==> src/sv/ned_pkg.sv <==
// ----------------------------------------------------------------------------
// ned_pkg
// Shared constants, types and codes for the normalized edit distance unit.
// ----------------------------------------------------------------------------
package ned_pkg;

	localparam int MAX_LEN   = 64;
	localparam int SYM_BITS  = 16;
	localparam int LEN_W     = $clog2(MAX_LEN + 1);
	localparam int ADDR_W    = (MAX_LEN > 1) ? $clog2(MAX_LEN) : 1;
	localparam int CNT_W     = $clog2(2 * MAX_LEN + 2);
	localparam int FRAC_BITS = 16;
	localparam int DIST_W    = 7;
	localparam int NORM_W    = 17;
	localparam int QUO_W     = DIST_W + FRAC_BITS;
	localparam int QCNT_W    = $clog2(QUO_W + 1);

	typedef enum logic [1:0] {
		ACT_LOAD_A  = 2'd0,
		ACT_LOAD_B  = 2'd1,
		ACT_COMPUTE = 2'd2,
		ACT_NONE    = 2'd3
	} action_t;

	typedef enum logic [1:0] {
		STS_OK       = 2'd0,
		STS_EMPTY    = 2'd1,
		STS_OVERFLOW = 2'd2
	} status_t;

	typedef enum logic [2:0] {
		ST_IDLE,
		ST_INIT,
		ST_RUN,
		ST_CAP,
		ST_DIV,
		ST_OUT
	} state_t;

	// data handed from one cell to the next
	typedef struct packed {
		logic                vld;
		logic [SYM_BITS-1:0] sym;
		logic [LEN_W-1:0]    left;
		logic [LEN_W-1:0]    diag;
	} ned_link_t;

endpackage

==> src/sv/ned_div.sv <==
// ----------------------------------------------------------------------------
// ned_div
// Restoring divider, one quotient bit per cycle: (dist << 16) / longer.
// ----------------------------------------------------------------------------
module ned_div import ned_pkg::*; (
	input  logic              clk,
	input  logic              arst_n,
	input  logic              start,
	input  logic [DIST_W-1:0] dividend,
	input  logic [DIST_W-1:0] divisor,
	output logic              busy,
	output logic              done,
	output logic [NORM_W-1:0] quotient
);

	logic [QCNT_W-1:0] cnt_q;
	logic              busy_q;
	logic              done_q;
	logic [QUO_W-1:0]  quo_q;
	logic [DIST_W-1:0] rem_q;
	logic [DIST_W-1:0] div_q;
	logic [DIST_W:0]   trial;
	logic [DIST_W:0]   diff;

	always_comb begin
		trial = {rem_q, quo_q[QUO_W-1]};
		diff  = trial - {1'b0, div_q};
	end

	always_ff @(posedge clk or negedge arst_n) begin
		if (!arst_n) begin
			busy_q <= 1'b0;
			done_q <= 1'b0;
			cnt_q  <= '0;
		end else begin
			done_q <= 1'b0;
			if (start) begin
				busy_q <= 1'b1;
				cnt_q  <= QCNT_W'(QUO_W);
			end else if (busy_q) begin
				cnt_q <= cnt_q - QCNT_W'(1);
				if (cnt_q == QCNT_W'(1)) begin
					busy_q <= 1'b0;
					done_q <= 1'b1;
				end
			end
		end
	end

	always_ff @(posedge clk) begin
		if (start) begin
			quo_q <= {dividend, FRAC_BITS'(0)};
			rem_q <= '0;
			div_q <= divisor;
		end else if (busy_q) begin
			if (trial >= {1'b0, div_q}) begin
				rem_q <= diff[DIST_W-1:0];
				quo_q <= {quo_q[QUO_W-2:0], 1'b1};
			end else begin
				rem_q <= trial[DIST_W-1:0];
				quo_q <= {quo_q[QUO_W-2:0], 1'b0};
			end
		end
	end

	assign busy     = busy_q;
	assign done     = done_q;
	assign quotient = quo_q[NORM_W-1:0];

endmodule
==> config.mk <==
export PLATFORM = sky130hd
export DESIGN_NAME = ned_div
export DESIGN_NICKNAME = d
export VERILOG_FILES = /design/src/sv/ned_pkg.sv /design/src/sv/ned_div.sv
export SDC_FILE = /design/constraint.sdc
export NUM_CORES = 1
export LEC_CHECK = 0
export ABC_AREA = 1
export ABC_CLOCK_PERIOD_IN_PS = 4600
export BUFFER_PORTS_ARGS = -buffer_cell sky130_fd_sc_hd__buf_2
export CELL_PAD_IN_SITES_DETAIL_PLACEMENT = 2
export CELL_PAD_IN_SITES_GLOBAL_PLACEMENT = 2
export CORE_ASPECT_RATIO = 1.2
export CORE_MARGIN = 2
export CORE_UTILIZATION = 36
export CTS_CLUSTER_DIAMETER = 80
export DETAILED_ROUTE_END_ITERATION = 7
export HOLD_SLACK_MARGIN = 0.08
export PLACE_DENSITY_LB_ADDON = 0.1
export SLEW_MARGIN = 25
export SYNTH_ARGS = -nofsm -noshare
export SYNTH_HDL_FRONTEND = slang
export SYNTH_SLANG_ARGS = --single-unit
==> constraint.sdc <==
create_clock -name clk -period 4.6 [get_ports clk]
set_input_delay 0.92 -clock clk [delete_from_list [all_inputs] [get_ports clk]]
set_output_delay 0.92 -clock clk [all_outputs]
set_load 0.01 [all_outputs]
==> results.toml, run 1 <==
[synth]
synth-seq-cells = 44
synth-edff-count = 14
synthCells = 255
yosysTopAreaCell = "dfxtp_1"
synth_nets = 282
avgSynthCellArea_um2 = 8.58
synthArstFlopShare_pct = 15.9
synth_top_area_share_pct = 21.1
synthFlopType = "dfxtp_1"
synth.top_cells.by_area = "dfxtp_1 (21%), edfxtp_1 (19%), nand2_1 (9.6%)"
synth.cell_area_um2 = 2190
synth-seq-area-share_pct = 48.3
ys_warn_count = 0
synth_common_cells = "nand2_1 (56), inv_1 (48), dfxtp_1 (23)"
synth_most_common_cell = "nand2_1"
synthDistinctLibCells = 29

[sta]
tns_ns = 0
period_share_pct = 42.4
setup_viol = 0
final-hold-violation-count = 0
period_needed_ns = 1.95
fmax_ghz = 0.513
rsz0062_at_grt = "false"
setup_slack_ns = 2.65
worst_clock_skew_ns = 0.00496
slew_headroom_pct = 71.2
maxSlewViolCount = 0
holdWs_ns = 0.441
tightest_slew_ns = 0.432

[placed_design]
pre_cts_ws_ns = 2.41
port_buffers = 35
place_hpwl_mm = 3.98
place.gp.congestion = 0.707
dp_cells = 351
placed_area_um2 = 2320

[clock_network]
cts_setup_buffers = 0
cts_buffer_depth = 2
cts_resized = 0
clkTransAtPathRegs_ns = 0.08
cts_hold_repair.buffers = 0
cts_max_level = 2
cts_buffers = 5
clkSinkCount = 44
cts_tree = "yes"
clock_latency_ns = 0.29
clockRootBuffer = "clkbuf_8"

[worst_setup_path]
r2r_start = "quo_q[22]$_DFFE_PP_"
critPathRequiredTime_ns = 4.79
reg2reg_depth = 11
worst-r2r-setup-slack_ns = 2.65
critPathKind = "flip-flop to flip-flop"
critPathLaunchType = "flip-flop"
path_max_fanout = 8
worst_setup_path_end_kind = "flip-flop"
crit_arrival_ns = 2.14
worstReg2RegEnd = "rem_q[5]$_SDFFE_PP0P_"

[drt]
wl_mm = 5.02
via_count = 1679
vias_per_cell = 4.68
ant_nets = 0
drt-initial-drc-count = 23
routedWlPerCell_um = 14.0
firstDrtPassIters = 4
drcViolationCount = 0

[die]
initial_core_util_pct = 36.6
die_height_um = 89.4
die-area_um2 = 6720
pin_count = 36
num_rows = 31
coreArea_um2 = 5970
die_width_um = 75.2

[power]
p_comb_share_pct = 31.9
p_sw_mw = 0.384
power.sequential.fraction_pct = 42.4
power_frac_clock_pct = 25.7
internal_power_mw = 0.742
p_sw_share_pct = 34.1
vdd_drop_max_mv = 0.198
p_leak_nw = 1.17
p_per_area_nw_per_um2 = 464

[global_routing]
grt_use_total_pct = 15.7
antenna_found_initial = 0
grt_max_degree = 24
grt_pass1_wl_mm = 7.98
overflow = 0
grt_pass1_vias = 1720

[final_layout]
syn2layout_area_growth_pct = 10.9
antenna_cells = 0
layout-drive-gt1-share_pct = 18.8
fin_area_um2 = 2430
final_cell_count_no_fill = 359
nNetsFinal = 303

[min_path]
hold_class = "input port to async pin"

[run_status]
run_status = "finished, final reports clean"

[flow_run]
maxCapViolations = 0
## logic make-up (layout without fill, tap and decap cells)
kind of cell             Yosys count  after routing  synth area share [%]
buffers and inverters             73             95                  15.6
XOR/XNOR                           1              1                 0.401
AND/OR/NAND/NOR                   98             98                  20.5
adder cells (fa/ha/maj)           10             10                  6.06
flip-flops                        44             44                  48.3
AO/OA/AOI/OAI                     29             29                  9.15
## worst max-delay path: stages, from the launching register on
cell and delay (ns):
edfxtp_1 0.34, inv_1 0.06, ha_1 0.22, fa_1 0.41, inv_1 0.11, nand3_1 0.12
nand2_1 0.12, nand2_1 0.09, nand3_4 0.13, nand3_1 0.12, nand2_1 0.08, nand2_1 0.04
## power groups by stage
stage	combinational, mW	clock [mW]	sequential (mW)
2_1_floorplan	0.279	0	0.475
3_3_place_gp	0.356	0	0.487
3_5_place_dp	0.368	0	0.487
4_1_cts	0.370	0.302	0.479
5_1_grt	0.415	0.312	0.483
6_report	0.359	0.290	0.477
## sequential cells by signal (all words and copies together), names as in the netlist
register	flops
busy	1
cnt_q	5
div_q	7
done	1
quo_q	23
rem_q	7
## cell usage in the layout (no fill, tap or decap), drive strengths merged
| cell type | n |
|---|---|
| bufinv | 1 |
| clkinv | 1 |
| ha | 9 |
| or2 | 1 |
| nand2 | 57 |
| edfxtp | 14 |
| nand3b | 2 |
| nand4 | 3 |
| clkbuf | 6 |
| o21ai | 4 |
| xor2 | 1 |
| nor2 | 8 |
| nand3 | 23 |
| o22ai | 15 |
| buf | 35 |
| a21oi | 3 |
| a22oi | 1 |
| nor4 | 1 |
| nor3 | 3 |
| dfxtp | 23 |
| a22o | 6 |
| dfrtp | 7 |
| fa | 1 |
| inv | 52 |
## routing by layer
metal / GRT usage [%] / wire [um]
met5: 0 / 0
met4: 4.78 / 21
met3: 3.38 / 158
met2: 28.7 / 2700
met1: 18.2 / 2140
## final cells by class
class	count	area, um2
clock inverter	2	35.0
multi-input combinational	138	790
sequential	44	1060
clock buffer	6	72.6
tap	82	103
inverter	52	195
fill	724	3550
timing repair buffer	35	175
## worst max path at each step
stage	start	end	slack, ns	cells past startpoint
floorplan	start	quo_q[16]$_DFFE_PP_	2.88	3
global placement	start	quo_q[16]$_DFFE_PP_	2.42	3
detailed placement	start	quo_q[20]$_DFFE_PP_	2.41	3
CTS	quo_q[22]$_DFFE_PP_	rem_q[5]$_SDFFE_PP0P_	2.61	11
global route	quo_q[22]$_DFFE_PP_	rem_q[6]$_SDFFE_PP0P_	2.50	12
finish	quo_q[22]$_DFFE_PP_	rem_q[5]$_SDFFE_PP0P_	2.65	11
## stage by stage
stage	utilization (%)	total power, mW
after floorplan	-	0.754
after global placement	38.8	0.844
after detailed placement	38.8	0.855
after CTS	40.6	1.15
after global routing	40.6	1.21
final	40.6	1.13
Note: power is estimated with default switching activity, not from simulation.
==> run 2: changes to the inputs <==
ABC_CLOCK_PERIOD_IN_PS = 1900   (was 4600)
CORE_UTILIZATION = 33   (was 36)
clock period = 1.9 ns   (was 4.6 ns; I/O delays follow)
==> results.toml, run 2 (synthesized netlist as in run 1, its figures left out) <==
[worst_setup_path]
critPathTopFamily = "adder cells"
path_max_fanout = 8
critPathRequiredTime_ns = 2.09
path_buf_inv = 2
worst_setup_path_end_kind = "flip-flop"
critPathLaunchType = "flip-flop"
slowest_stage = "fa_2"
critPathMaxStageDelay_ns = 0.38
worst_path_most_repeated_cell = "nand2_1"
crit_arrival_ns = 1.96
critPathKind = "flip-flop to flip-flop"
crit_chain = "inv_1, ha_1, fa_2, inv_2, nand3_2, nand2_2, nand2_1, nand3_4, nand3_1, nand2_1, nand2_1"

[sta]
period_share_pct = 92.9
setup_slack_ns = 0.135
holdWs_ns = 0.259
worst_clock_skew_ns = 0.00473
final-hold-violation-count = 0
slew_headroom_pct = 72.1
period_needed_ns = 1.76
setup_viol = 0
maxSlewViolCount = 0
tightest_slew_ns = 0.418
tns_ns = 0
fmax_ghz = 0.567

[clock_network]
cts_buffer_depth = 2
clkTransAtPathRegs_ns = 0.08
cts_max_level = 2
cts_tree = "yes"
clock_latency_ns = 0.29
clockRootBuffer = "clkbuf_8"
cts_buffers = 5
clkSinkCount = 44

[power]
p_sw_mw = 0.944
total_power_mw = 2.64
p_comb_share_pct = 35.4
power_frac_clock_pct = 21.0
p_leak_nw = 1.18
p_sw_share_pct = 35.7
internal_power_mw = 1.70
p_per_area_nw_per_um2 = 1070
vdd_drop_max_mv = 0.489
power.sequential.fraction_pct = 43.6

[placed_design]
port_buffers = 35
placed_area_um2 = 2340
pre_cts_ws_ns = 0.0344
place.gp.congestion = 0.770
dp_cells = 357
place_hpwl_mm = 3.99

[drt]
vias_per_cell = 4.62
wl_mm = 5.11
via_count = 1700
drt-initial-drc-count = 65
routedWlPerCell_um = 13.9
drcViolationCount = 0
firstDrtPassIters = 4
ant_nets = 0

[final_layout]
regMostFlops = "quo_q"
final_cell_count_no_fill = 368
mostFrequentLayoutCell = "nand2_1"
largest_reg_flops = 23
antenna_cells = 0
syn2layout_area_growth_pct = 12.8
nNetsFinal = 309
finish.utilization_pct = 38.5
layout-drive-gt1-share_pct = 21.2
fin_area_um2 = 2470
reg.largest.list = "quo_q: 23 flops, div_q: 7 flops, rem_q: 7 flops"
final_cell_mix = "nand2_1 (55), inv_1 (47), buf_2 (35), dfxtp_1 (23), nand3_1 (21)"

[die]
die_width_um = 78.3
coreArea_um2 = 6410
die-area_um2 = 7300
num_rows = 32
die_height_um = 93.2
pin_count = 36
initial_core_util_pct = 34.1

[min_path]
hold_class = "input port to flip-flop"

[global_routing]
grt_pass1_vias = 1818
antenna_found_initial = 0
overflow = 0
grt_pass1_wl_mm = 8.85
grt_use_total_pct = 15.4
grt_max_degree = 24

[flow_run]
maxCapViolations = 0

[run_status]
run_status = "finished, final reports clean"
## run 2: path summary, 6_finish.rpt
check	from	end	slack, ns	cells after the start
max in group asynchronous	arst_n	cnt_q[0]$_DFFE_PN0P_	1.28	2
worst max register to register	quo_q[22]$_DFFE_PP_	rem_q[5]$_SDFFE_PP0P_	0.14	11
min in group asynchronous	arst_n	done$_DFF_PN0_	0.46	2
worst min-delay path	divisor[2]	div_q[2]$_DFFE_PP_	0.26	1
worst max-delay path	quo_q[22]$_DFFE_PP_	rem_q[5]$_SDFFE_PP0P_	0.14	11
worst min register to register	rem_q[6]$_SDFFE_PP0P_	rem_q[6]$_SDFFE_PP0P_	0.48	2
## run 2: repair_timing
item / 4_1_cts / 5_1_grt
resized for setup: 0 / 6
endpoints found under the setup margin: 0 / 8
buffers inserted: 0 / 2
hold buffers: 1 / 0
endpoints found under the hold margin: 7 / 0
## run 2: power by group through the flow
stage	logic, mW	clock network [mW]	registers [mW]
2_1_floorplan	0.676	0	1.15
4_1_cts	0.903	0.584	1.15
5_1_grt	1.09	0.617	1.17
3_3_place_gp	0.872	0	1.17
3_5_place_dp	0.895	0	1.17
6_report	0.937	0.555	1.15
## run 2: layout make-up
cell class                 count  area (um2)
tap                           85         106
clock buffer                   7        76.3
multi-input combinational    138         807
clock inverter                 1        3.75
inverter                      52         195
sequential                    44        1060
fill                         762        3940
timing repair buffer          41         223
## run 2: metal layers
metal	GRT usage (%)	routed length, um
met5	0	0
met3	3.38	183
met1	19.2	2280
met2	26.7	2580
met4	4.39	65
